[config.mk]
export PLATFORM = sky130hd
export DESIGN_NAME = grid_min_path_sum
export DESIGN_NICKNAME = d
export VERILOG_FILES = /design/src/rtl/gmps_pkg.sv /design/src/rtl/gmps_cell.sv /design/src/rtl/gmps_cost.sv /design/src/rtl/gmps_out_buf.sv /design/src/rtl/grid_min_path_sum.sv
export VERILOG_INCLUDE_DIRS = /design/src /design/src/rtl
export SDC_FILE = /design/constraint.sdc
export NUM_CORES = 2
export LEC_CHECK = 0
export ABC_CLOCK_PERIOD_IN_PS = 50100
export BUFFER_PORTS_ARGS = -buffer_cell sky130_fd_sc_hd__buf_2
export CORE_ASPECT_RATIO = 1.75
export CORE_MARGIN = 5
export CORE_UTILIZATION = 55
export DETAILED_ROUTE_END_ITERATION = 7
export PLACE_DENSITY = 0.73
export SETUP_SLACK_MARGIN = 0.05
export SYNTH_ARGS = -nofsm -noshare
export SYNTH_HDL_FRONTEND = slang
export SYNTH_SLANG_ARGS = --single-unit
[constraint.sdc]
create_clock -name clk_i -period 50.1 [get_ports clk_i]
set_input_delay 5.01 -clock clk_i [delete_from_list [all_inputs] [get_ports clk_i]]
set_output_delay 5.01 -clock clk_i [all_outputs]
set_load 0.01 [all_outputs]
[src/rtl/grid_min_path_sum_assert.svh]
// assertion macros used by the grid_min_path_sum top level
`ifndef GRID_MIN_PATH_SUM_ASSERT_SVH
`define GRID_MIN_PATH_SUM_ASSERT_SVH

// property that must hold at every edge outside reset
`define GMPS_ASSERT(lbl, prop, msg) \
  lbl: assert property (@(posedge clk_i) disable iff (!rst_ni) (prop)) else $error(msg);

// antecedent in one cycle implies consequent in the next
`define GMPS_ASSERT_NEXT(lbl, ante, cons, msg) \
  lbl: assert property (@(posedge clk_i) disable iff (!rst_ni) (ante) |=> (cons)) \
    else $error(msg);

`endif

[src/rtl/gmps_pkg.sv]
// shared constants and types of the grid minimum path sum block
`timescale 1ns / 1ps
`default_nettype none
package gmps_pkg;

  localparam int MAX_COLS  = 64;
  localparam int MAX_ROWS  = 64;
  localparam int COL_W     = $clog2(MAX_COLS);
  localparam int ROW_W     = $clog2(MAX_ROWS);
  localparam int DIM_W     = 7;
  localparam int VAL_W     = 8;
  localparam int COST_W    = 16;
  localparam int CFG_IDX_W = 2;

  localparam logic [COST_W-1:0] COST_LIMIT = 16'hFFFF;

  // configuration register indexes
  localparam logic [CFG_IDX_W-1:0] CFG_NUM_ROWS = 2'd0;
  localparam logic [CFG_IDX_W-1:0] CFG_NUM_COLS = 2'd1;

  typedef struct packed {
    logic shift;
    logic load;
  } cell_ctrl_t;

  typedef struct packed {
    logic [COST_W-1:0] path_sum;
    logic              saturated;
  } result_t;

endpackage
`default_nettype wire

[src/rtl/gmps_cell.sv]
// one cell of the row cost chain: holds one column cost of the previous row
`timescale 1ns / 1ps
`default_nettype none
module gmps_cell (
  input  wire                          clk_i,
  input  gmps_pkg::cell_ctrl_t         ctrl_i,
  input  wire  [gmps_pkg::COST_W-1:0]  new_cost_i,
  input  wire  [gmps_pkg::COST_W-1:0]  next_cost_i,
  output logic [gmps_pkg::COST_W-1:0]  cost_o
);
  import gmps_pkg::*;

  logic [COST_W-1:0] cost_q;
  logic [COST_W-1:0] cost_d;

  // cell of the last configured column takes the fresh cost, others take their neighbor
  assign cost_d = ctrl_i.load ? new_cost_i : next_cost_i;

  always_ff @(posedge clk_i) begin
    if (ctrl_i.shift) begin
      cost_q <= cost_d;
    end
  end

  assign cost_o = cost_q;

endmodule
`default_nettype wire

[src/rtl/gmps_cost.sv]
// cell cost: value plus the cheaper of the upper and left neighbor (the only one on the first row or column), saturated
`timescale 1ns / 1ps
`default_nettype none
module gmps_cost (
  input  wire  [gmps_pkg::VAL_W-1:0]   cell_value_i,
  input  wire  [gmps_pkg::COST_W-1:0]  above_i,
  input  wire  [gmps_pkg::COST_W-1:0]  left_i,
  input  wire                          first_row_i,
  input  wire                          first_col_i,
  output logic [gmps_pkg::COST_W-1:0]  cost_o,
  output logic                         sat_o
);
  import gmps_pkg::*;

  logic [COST_W-1:0] best;
  logic [COST_W:0]   sum;

  always_comb begin
    if (first_row_i && first_col_i) begin
      best = '0;
    end else if (first_row_i) begin
      best = left_i;
    end else if (first_col_i) begin
      best = above_i;
    end else begin
      best = (above_i < left_i) ? above_i : left_i;
    end
    sum    = {1'b0, best} + (COST_W+1)'(cell_value_i);
    sat_o  = (sum >= {1'b0, COST_LIMIT});
    cost_o = sat_o ? COST_LIMIT : sum[COST_W-1:0];
  end

endmodule
`default_nettype wire

[src/rtl/gmps_out_buf.sv]
// two-entry result queue between the cost datapath and the output channel
`timescale 1ns / 1ps
`default_nettype none
module gmps_out_buf (
  input  wire                clk_i,
  input  wire                rst_ni,
  input  wire                push_i,
  input  gmps_pkg::result_t  push_data_i,
  output logic               full_o,
  output logic               out_valid_o,
  input  wire                out_stall_i,
  output gmps_pkg::result_t  out_data_o
);
  import gmps_pkg::*;

  result_t     entry_q [2];
  logic        rd_q;
  logic        wr_q;
  logic [1:0]  count_q;
  logic        pop;

  assign pop = (count_q != 2'd0) && !out_stall_i;

  always_ff @(posedge clk_i) begin
    if (push_i) begin
      entry_q[wr_q] <= push_data_i;
    end
  end

  always_ff @(posedge clk_i or negedge rst_ni) begin
    if (!rst_ni) begin
      rd_q    <= 1'b0;
      wr_q    <= 1'b0;
      count_q <= 2'd0;
    end else begin
      if (push_i) begin
        wr_q <= ~wr_q;
      end
      if (pop) begin
        rd_q <= ~rd_q;
      end
      if (push_i && !pop) begin
        count_q <= count_q + 2'd1;
      end else if (pop && !push_i) begin
        count_q <= count_q - 2'd1;
      end
    end
  end

  assign full_o      = (count_q == 2'd2);
  assign out_valid_o = (count_q != 2'd0);
  assign out_data_o  = entry_q[rd_q];

endmodule
`default_nettype wire

[src/rtl/grid_min_path_sum.sv]
// top level of the grid minimum path sum block
`timescale 1ns / 1ps
`default_nettype none
`include "grid_min_path_sum_assert.svh"
// Grid cells arrive in row-major order, one 8-bit cost per input beat, on a
// rows by columns grid (register 0 rows, register 1 columns; 0 acts as 1, values
// above 64 act as 64). The block takes one beat every cycle while input stall
// is low, with no gaps between grids: each cell needs one min, one add and one
// saturation compare against the left neighbor and the cost stored for its
// column. After the bottom-right cell a result beat with the cheapest right/down
// path cost is written to a two-entry output queue, offered once any earlier
// result has left it. Costs saturate at 65535 and the saturated flag tells that
// it happened somewhere in that grid. Input stall rises only when both queue
// entries wait. Any write to register 0 or 1 restarts the grid. There is no
// clearing pass after reset; the row costs live in a chain of 64 cells.
module grid_min_path_sum (
  input  wire                              clk_i,
  input  wire                              rst_ni,
  // configuration
  input  wire                              cfg_we_i,
  input  wire  [gmps_pkg::CFG_IDX_W-1:0]   cfg_index_i,
  input  wire  [gmps_pkg::DIM_W-1:0]       cfg_data_i,
  // cell input channel
  input  wire                              in_valid_i,
  output logic                             in_stall_o,
  input  wire  [gmps_pkg::VAL_W-1:0]       cell_value_i,
  // result output channel
  output logic                             out_valid_o,
  input  wire                              out_stall_i,
  output logic [gmps_pkg::COST_W-1:0]      path_sum_o,
  output logic                             saturated_o
);
  import gmps_pkg::*;

  // configuration and walk state
  logic [DIM_W-1:0]  rows_cfg_q;
  logic [DIM_W-1:0]  cols_cfg_q;
  logic [COST_W-1:0] left_q;
  logic [ROW_W-1:0]  row_q;
  logic [COL_W-1:0]  col_q;
  logic              ovf_q;

  logic [COL_W-1:0]  cols_m1;
  logic [ROW_W-1:0]  rows_m1;
  logic              accept;
  logic              last_col;
  logic              last_row;
  logic              push;
  logic              cfg_hit;

  logic [COST_W-1:0] new_cost;
  logic              new_sat;
  result_t           push_data;
  result_t           out_data;
  logic              buf_full;

  // chain taps: tap[0] is the cost of the current column one row up
  logic [COST_W-1:0] tap [MAX_COLS];
  cell_ctrl_t        cell_ctrl [MAX_COLS];

  // clamp dimensions into 1..max, kept as last index
  always_comb begin
    if (cols_cfg_q == '0) begin
      cols_m1 = '0;
    end else if (int'(cols_cfg_q) > MAX_COLS) begin
      cols_m1 = COL_W'(MAX_COLS - 1);
    end else begin
      cols_m1 = COL_W'(cols_cfg_q - DIM_W'(1));
    end
    if (rows_cfg_q == '0) begin
      rows_m1 = '0;
    end else if (int'(rows_cfg_q) > MAX_ROWS) begin
      rows_m1 = ROW_W'(MAX_ROWS - 1);
    end else begin
      rows_m1 = ROW_W'(rows_cfg_q - DIM_W'(1));
    end
  end

  assign accept   = in_valid_i && !in_stall_o;
  assign last_col = (col_q == cols_m1);
  assign last_row = (row_q == rows_m1);
  assign push     = accept && last_col && last_row;
  assign cfg_hit  = cfg_we_i && ((cfg_index_i == CFG_NUM_ROWS) ||
                                 (cfg_index_i == CFG_NUM_COLS));

  gmps_cost u_cost (
    .cell_value_i (cell_value_i),
    .above_i      (tap[0]),
    .left_i       (left_q),
    .first_row_i  (row_q == '0),
    .first_col_i  (col_q == '0),
    .cost_o       (new_cost),
    .sat_o        (new_sat)
  );

  // row cost chain: shifts toward cell 0 on every beat, the new cost enters
  // at the cell of the last column so it reaches cell 0 one row later
  for (genvar i = 0; i < MAX_COLS; i++) begin : g_cell
    assign cell_ctrl[i].shift = accept;
    assign cell_ctrl[i].load  = (cols_m1 == COL_W'(i));
    if (i == MAX_COLS - 1) begin : g_tail
      gmps_cell u_cell (
        .clk_i       (clk_i),
        .ctrl_i      (cell_ctrl[i]),
        .new_cost_i  (new_cost),
        .next_cost_i (new_cost),
        .cost_o      (tap[i])
      );
    end else begin : g_body
      gmps_cell u_cell (
        .clk_i       (clk_i),
        .ctrl_i      (cell_ctrl[i]),
        .new_cost_i  (new_cost),
        .next_cost_i (tap[i+1]),
        .cost_o      (tap[i])
      );
    end
  end

  // grid walk and configuration, writes to unused indexes leave the walk alone
  always_ff @(posedge clk_i or negedge rst_ni) begin
    if (!rst_ni) begin
      rows_cfg_q <= DIM_W'(1);
      cols_cfg_q <= DIM_W'(1);
      left_q     <= '0;
      row_q      <= '0;
      col_q      <= '0;
      ovf_q      <= 1'b0;
    end else if (cfg_hit) begin
      if (cfg_index_i == CFG_NUM_ROWS) begin
        rows_cfg_q <= cfg_data_i;
      end
      if (cfg_index_i == CFG_NUM_COLS) begin
        cols_cfg_q <= cfg_data_i;
      end
      left_q <= '0;
      row_q  <= '0;
      col_q  <= '0;
      ovf_q  <= 1'b0;
    end else if (accept) begin
      ovf_q <= push ? 1'b0 : (ovf_q | new_sat);
      if (last_col) begin
        left_q <= '0;
        col_q  <= '0;
        row_q  <= last_row ? '0 : row_q + ROW_W'(1);
      end else begin
        left_q <= new_cost;
        col_q  <= col_q + COL_W'(1);
      end
    end
  end

  assign push_data.path_sum  = new_cost;
  assign push_data.saturated = ovf_q | new_sat;

  gmps_out_buf u_out_buf (
    .clk_i       (clk_i),
    .rst_ni      (rst_ni),
    .push_i      (push),
    .push_data_i (push_data),
    .full_o      (buf_full),
    .out_valid_o (out_valid_o),
    .out_stall_i (out_stall_i),
    .out_data_o  (out_data)
  );

  assign in_stall_o  = buf_full;
  assign path_sum_o  = out_data.path_sum;
  assign saturated_o = out_data.saturated;

  // walk stays inside the configured grid
  `GMPS_ASSERT(a_col_range, col_q <= cols_m1, "column index beyond grid width")
  `GMPS_ASSERT(a_row_range, row_q <= rows_m1, "row index beyond grid height")
  // a full queue still has a result on offer
  `GMPS_ASSERT(a_full_valid, !in_stall_o || out_valid_o, "input stalled with no result")
  // a beat inside a row moves one column right
  `GMPS_ASSERT_NEXT(a_col_step, accept && !cfg_we_i && !last_col,
                    col_q == $past(col_q) + COL_W'(1), "column did not advance")
  // a finished grid leaves the walk at the top-left cell
  `GMPS_ASSERT_NEXT(a_grid_end, push && !cfg_we_i,
                    (col_q == '0) && (row_q == '0) && !ovf_q, "grid did not restart")

endmodule
`default_nettype wire
==> results.md <==
Critical path:
- The worst-path cell with the longest stage delay is sky130_fd_sc_hd__buf_4.
- The critical path startpoint category is a primary input.
- The worst flop-to-flop path startpoint is left_q[11].
- The kind of cell adding the most delay to the critical path is buffers and inverters.
- The highest fanout seen on the critical path is 95.
- The worst setup path is of the in2reg kind.
- The stage delay of the slowest cell on the critical path is 1.01 ns.
- The number of buffers and inverters on the critical path is 6.
- The launch point of the worst path is in_valid_i.
- The endpoint kind of the worst setup timing path is a flip-flop.
- The required time reported for the critical path endpoint is 50.39 ns.
- The internal reg-to-reg setup slack is 43.72 ns.
- By instance count, the cell type seen most on the critical path is sky130_fd_sc_hd__buf_4.
- Traced cell by cell, the critical path runs through buf_2 > nor2b_4 > buf_4 > buf_4 > buf_4 > buf_4 > buf_4.
- Data on the critical path arrives at its endpoint at 9.78 ns.

Detailed routing:
- The count of nets left with antenna violations after detail routing is 0.
- The final route contains 29900 vias.
- The mean routed wirelength per cell is 19.4 um.
- The number of remaining DRC errors is 0.
- In this run, the number of DRC markers left after iteration 0 of detailed routing was 2753.
- The routed design has 98600 um of wire.
- The first detailed-routing pass ran for 7 iterations.
- The via count normalized by instance count is 5.87.

Placement:
- The routability-driven placement congestion ratio is 0.853.
- After legalization and detailed placement, the total HPWL measured 57900 um.
- The area after detailed placement is 48000 sq um.
- OpenSTA, run right after detailed placement, puts the worst setup slack at 39.88 ns.
- The total of buffers placed on input and output ports is 40.
- After detailed placement, the design holds a cell count of 4916.

STA:
- The final worst hold slack is 0.496 ns.
- Setup repair after global routing left no endpoint under its margin.
- The count of final hold-check violations came to 0.
- The achievable clock frequency is 105 MHz.
- After layout, the worst path uses 18.9% of the clock period.
- Headroom to the max-slew limit came out at 18.1%.
- Between clock sinks in the finished design, the worst skew comes to 0.0219 ns.
- Subtracting the final worst setup slack from the clock period gives 9.48 ns.
- After routing, the total negative slack on setup checks comes to 0 ns.
- For the pin with the worst max-slew slack, the measured transition is 1.23 ns.
- Setup violations remaining at the end of the flow were counted as 0.
- The max-slew violation total from the final report is 0.
- The final worst-path setup slack is 40.62 ns.

Final layout:
- Leaving out filler cells and counting taps, the final layout contains 5091.
- Summing all flip-flop and latch instances after layout gives 32900 sq um.
- The number of antenna diodes in the final layout is 0.
- The filler cells instantiated in the layout total 6756.
- The area overhead of the layout relative to synthesis is 8.88%.
- The finished cells cover 51200 sq um.
- The final core utilization is 60.1%.
- The share of post-route cells with drive strength above 1 is 8.58%.
- The final net count is 3988.
- The footprint of the multi-input gates is 12800 sq um.

Clock network:
- Clock-pin slew was measured on the worst setup and hold paths at 0.06 ns.
- After clock tree synthesis, the repair step resized 0 gates.
- The worst-skew pair later-pin latency is 0.68 ns.
- The clock tree from TritonCTS is done.
- The number of buffers added by the clock tree synthesis step is 95.
- In this run the number of H-tree levels came out at 3.
- The root buffer cell is sky130_fd_sc_hd__clkbuf_16.
- The clock passes through at most 3 buffers.
- The number of setup buffers added after CTS is 0.
- The CTS sink count is 1105.
- The hold buffer count at CTS is 0.

Die:
- The overall die height is 397 um.
- The core footprint is 85300 sq um.
- The count of pins on the block boundary is 41.
- Measured along the x axis, the die boundary spans 231 um.
- The area enclosed by the die boundary is 91800 sq um.
- The starting density of the core is 55.2%.
- The number of rows created at floorplan is 142.

Outcome:
- The flow ran to the end, and the final reports show no timing, DRC or antenna violations.

Global route:
- The number of global-route vias before repair is 29700.
- The number of antenna violations at the first check in global routing is 0.
- The all-layer global routing usage is 21.4%.
- The total overflow left after global routing is 0.
- The largest net degree at the start of global routing is 195.
- The first global-routing pass estimated 158000 um of wire.

Power and ir drop:
- Net switching is 36.8% of the power.
- The worst-case vdd ir drop is 0.000120 V.
- The combinational share of power is 31.2%.
- The total leakage power is 18.6 nW.
- The relative contribution of the clock network to total power is 23.4%.
- Dividing total power by cell area gives a power density of 63.6 nW/um^2.
- The sequential cell fraction of total power is 45.3%.
- Cell internal power was estimated by the tool at 2.06 mW.
- Summed over all nets, the switching power comes to 1.20 mW.
- The design draws 3.26 mW.

Synthesis:
- The synthesized netlist cell count is 4054.
- The most frequently used flop master after synthesis is sky130_fd_sc_hd__edfxtp_1.
- The flop and latch count out of synthesis is 1105.
- The count of different cell masters after synthesis is 77.
- The area share of the largest cell type after synthesis is 67.5%.
- The post-synthesis net count is 4109.
- The synthesized cell area is 47100 sq um.
- After synthesis, the mean cell area works out to 11.6 sq um.
- Yosys mapped a number of flops with a built-in enable equal to 1058.
- Of all flip-flops after synthesis, the portion carrying an async set or reset was 4.25%.
- In the post-synthesis netlist, the biggest area contributors are sky130_fd_sc_hd__edfxtp_1, sky130_fd_sc_hd__a21oi_1, sky130_fd_sc_hd__o21ai_0, sky130_fd_sc_hd__nor2_1, sky130_fd_sc_hd__nand2_1.
- The proportion of synthesized chip area in sequential cells is 70.0%.
- The number of warning messages in the yosys log is 0.
- The cell taking the most area after synthesis is sky130_fd_sc_hd__edfxtp_1.

Hold path:
- The tightest min-delay check is of the reg2reg type.
- The startpoint identified for the worst hold timing path is u_out_buf.count_q[1].

Run:
- The max-cap violation count is 0.
## power groups by stage
stage / combinational [mW] / clock (mW) / sequential (mW)
after floorplan: 0.687 / 0 / 1.65
after global placement: 1.00 / 0 / 1.49
after detailed placement: 1.02 / 0 / 1.50
after CTS: 1.03 / 0.782 / 1.48
after global routing: 1.12 / 0.819 / 1.50
final: 1.02 / 0.764 / 1.48
## cell families after synthesis
| group | Yosys count | share of synthesized area [%] |
|---|---|---|
| fa+ha+maj | 35 | 0.936 |
| flops | 1105 | 70.0 |
| simple gates | 1306 | 11.2 |
| compound gates | 1154 | 12.9 |
| buf+inv | 381 | 3.40 |
| mux | 35 | 0.824 |
| xor+xnor | 38 | 0.707 |
## final timing paths
check | cells after the start | end
worst max-delay path | 7 | g_cell[16].g_body.u_cell.cost_o[3]
worst min-delay path | 1 | u_out_buf.count_q[1]
worst max register to register | 20 | g_cell[29].g_body.u_cell.cost_o[15]
worst min register to register | 1 | u_out_buf.count_q[1]
max in group asynchronous | 2 | left_q[3]
min in group asynchronous | 2 | rows_cfg_q[2]
## final cells by class
type / count / share of cell area (%)
flip-flops and latches: 1105 / 64.3
multi-input cells: 2568 / 24.9
clock buffers: 117 / 4.94
well taps: 1080 / 2.64
repair buffers: 111 / 1.50
clock inverters: 58 / 1.34
inverters: 52 / 0.381
## synthesized netlist by cell type (all sizes together), types with 3 or more instances
library cell / instances
o2bb2ai: 3
buf: 115
nand2: 574
o41ai: 4
a21oi: 533
inv: 52
ha: 32
nor4: 8
nand4b: 3
a211oi: 9
and2: 5
edfxtp: 1058
nand2b: 13
xnor2: 23
mux2: 30
mux2i: 5
or2: 5
o211ai: 9
clkbuf: 214
a21o: 5
and4: 3
o21ai: 522
o31ai: 12
and3: 8
nor2: 598
o22ai: 19
o21a: 6
a31oi: 9
dfrtp: 45
nor2b: 15
xor2: 15
a221oi: 4
nor3b: 3
nand4: 7
nand3: 27
nor3: 24
nand3b: 4
## placed cells by master, fill, tap and decap left out, types with 6 or more instances in the layout
master,instances
sky130_fd_sc_hd__clkbuf_1,18
sky130_fd_sc_hd__dfrtp_1,45
sky130_fd_sc_hd__o21a_1,6
sky130_fd_sc_hd__inv_1,52
sky130_fd_sc_hd__bufinv_16,14
sky130_fd_sc_hd__buf_4,68
sky130_fd_sc_hd__clkbuf_16,98
sky130_fd_sc_hd__and3_1,8
sky130_fd_sc_hd__mux2_2,30
sky130_fd_sc_hd__o22ai_1,19
sky130_fd_sc_hd__o21ai_0,517
sky130_fd_sc_hd__ha_1,32
sky130_fd_sc_hd__edfxtp_1,1058
sky130_fd_sc_hd__nor2_4,9
sky130_fd_sc_hd__nor2_2,24
sky130_fd_sc_hd__nor4_1,8
sky130_fd_sc_hd__a31oi_1,8
sky130_fd_sc_hd__clkinv_1,22
sky130_fd_sc_hd__a21oi_1,531
sky130_fd_sc_hd__xnor2_1,23
sky130_fd_sc_hd__o31ai_1,11
sky130_fd_sc_hd__nand4_1,7
sky130_fd_sc_hd__nand3_1,27
sky130_fd_sc_hd__nor3_1,18
sky130_fd_sc_hd__o211ai_1,9
sky130_fd_sc_hd__nand2_1,574
sky130_fd_sc_hd__clkinv_2,14
sky130_fd_sc_hd__nand2b_1,11
sky130_fd_sc_hd__buf_2,40
sky130_fd_sc_hd__nor2b_1,11
sky130_fd_sc_hd__xor2_1,15
sky130_fd_sc_hd__nor2_1,565
## worst reg2reg max path, cell delays in order (launching register included)
cell,delay [ns]
sky130_fd_sc_hd__dfrtp_1,0.42
sky130_fd_sc_hd__inv_1,0.14
sky130_fd_sc_hd__ha_1,0.34
sky130_fd_sc_hd__a21oi_1,0.15
sky130_fd_sc_hd__o21ai_0,0.18
sky130_fd_sc_hd__a31o_2,0.26
sky130_fd_sc_hd__a211oi_2,0.32
sky130_fd_sc_hd__o2bb2ai_4,0.21
sky130_fd_sc_hd__buf_4,0.41
sky130_fd_sc_hd__nand2_1,0.11
sky130_fd_sc_hd__o31ai_1,0.10
sky130_fd_sc_hd__ha_1,0.33
sky130_fd_sc_hd__o21ai_0,0.31
sky130_fd_sc_hd__nand2_1,0.10
sky130_fd_sc_hd__a31oi_1,0.82
sky130_fd_sc_hd__nor3_1,0.19
sky130_fd_sc_hd__nor2_1,0.14
sky130_fd_sc_hd__nor3b_1,0.08
sky130_fd_sc_hd__a31oi_4,0.64
sky130_fd_sc_hd__buf_4,0.61
sky130_fd_sc_hd__o21ai_0,0.20
## layer usage
layer | part of all wire [%] | up-vias | global-route usage (%)
met5 | 0 | - | 0
met4 | 3.0 | 0 | 7.55
met3 | 3.5 | 176 | 2.30
met2 | 55 | 639 | 40.1
met1 | 39 | 14900 | 25.6
li1 | - | 14200 | -
## state kept, by name, summed over array words and instances, names as in the netlist
signal and flops:
u_out_buf.rd_q 1, u_out_buf.count_q 2, rows_cfg_q 7, ovf_q 1, g_cell.g_tail.u_cell.cost_o 16, row_q 6, left_q 16, u_out_buf.wr_q 1
col_q 6, u_out_buf.entry_q 34, cols_cfg_q 7, g_cell.g_body.u_cell.cost_o 1008
Power figures use the tool's default switching activity.
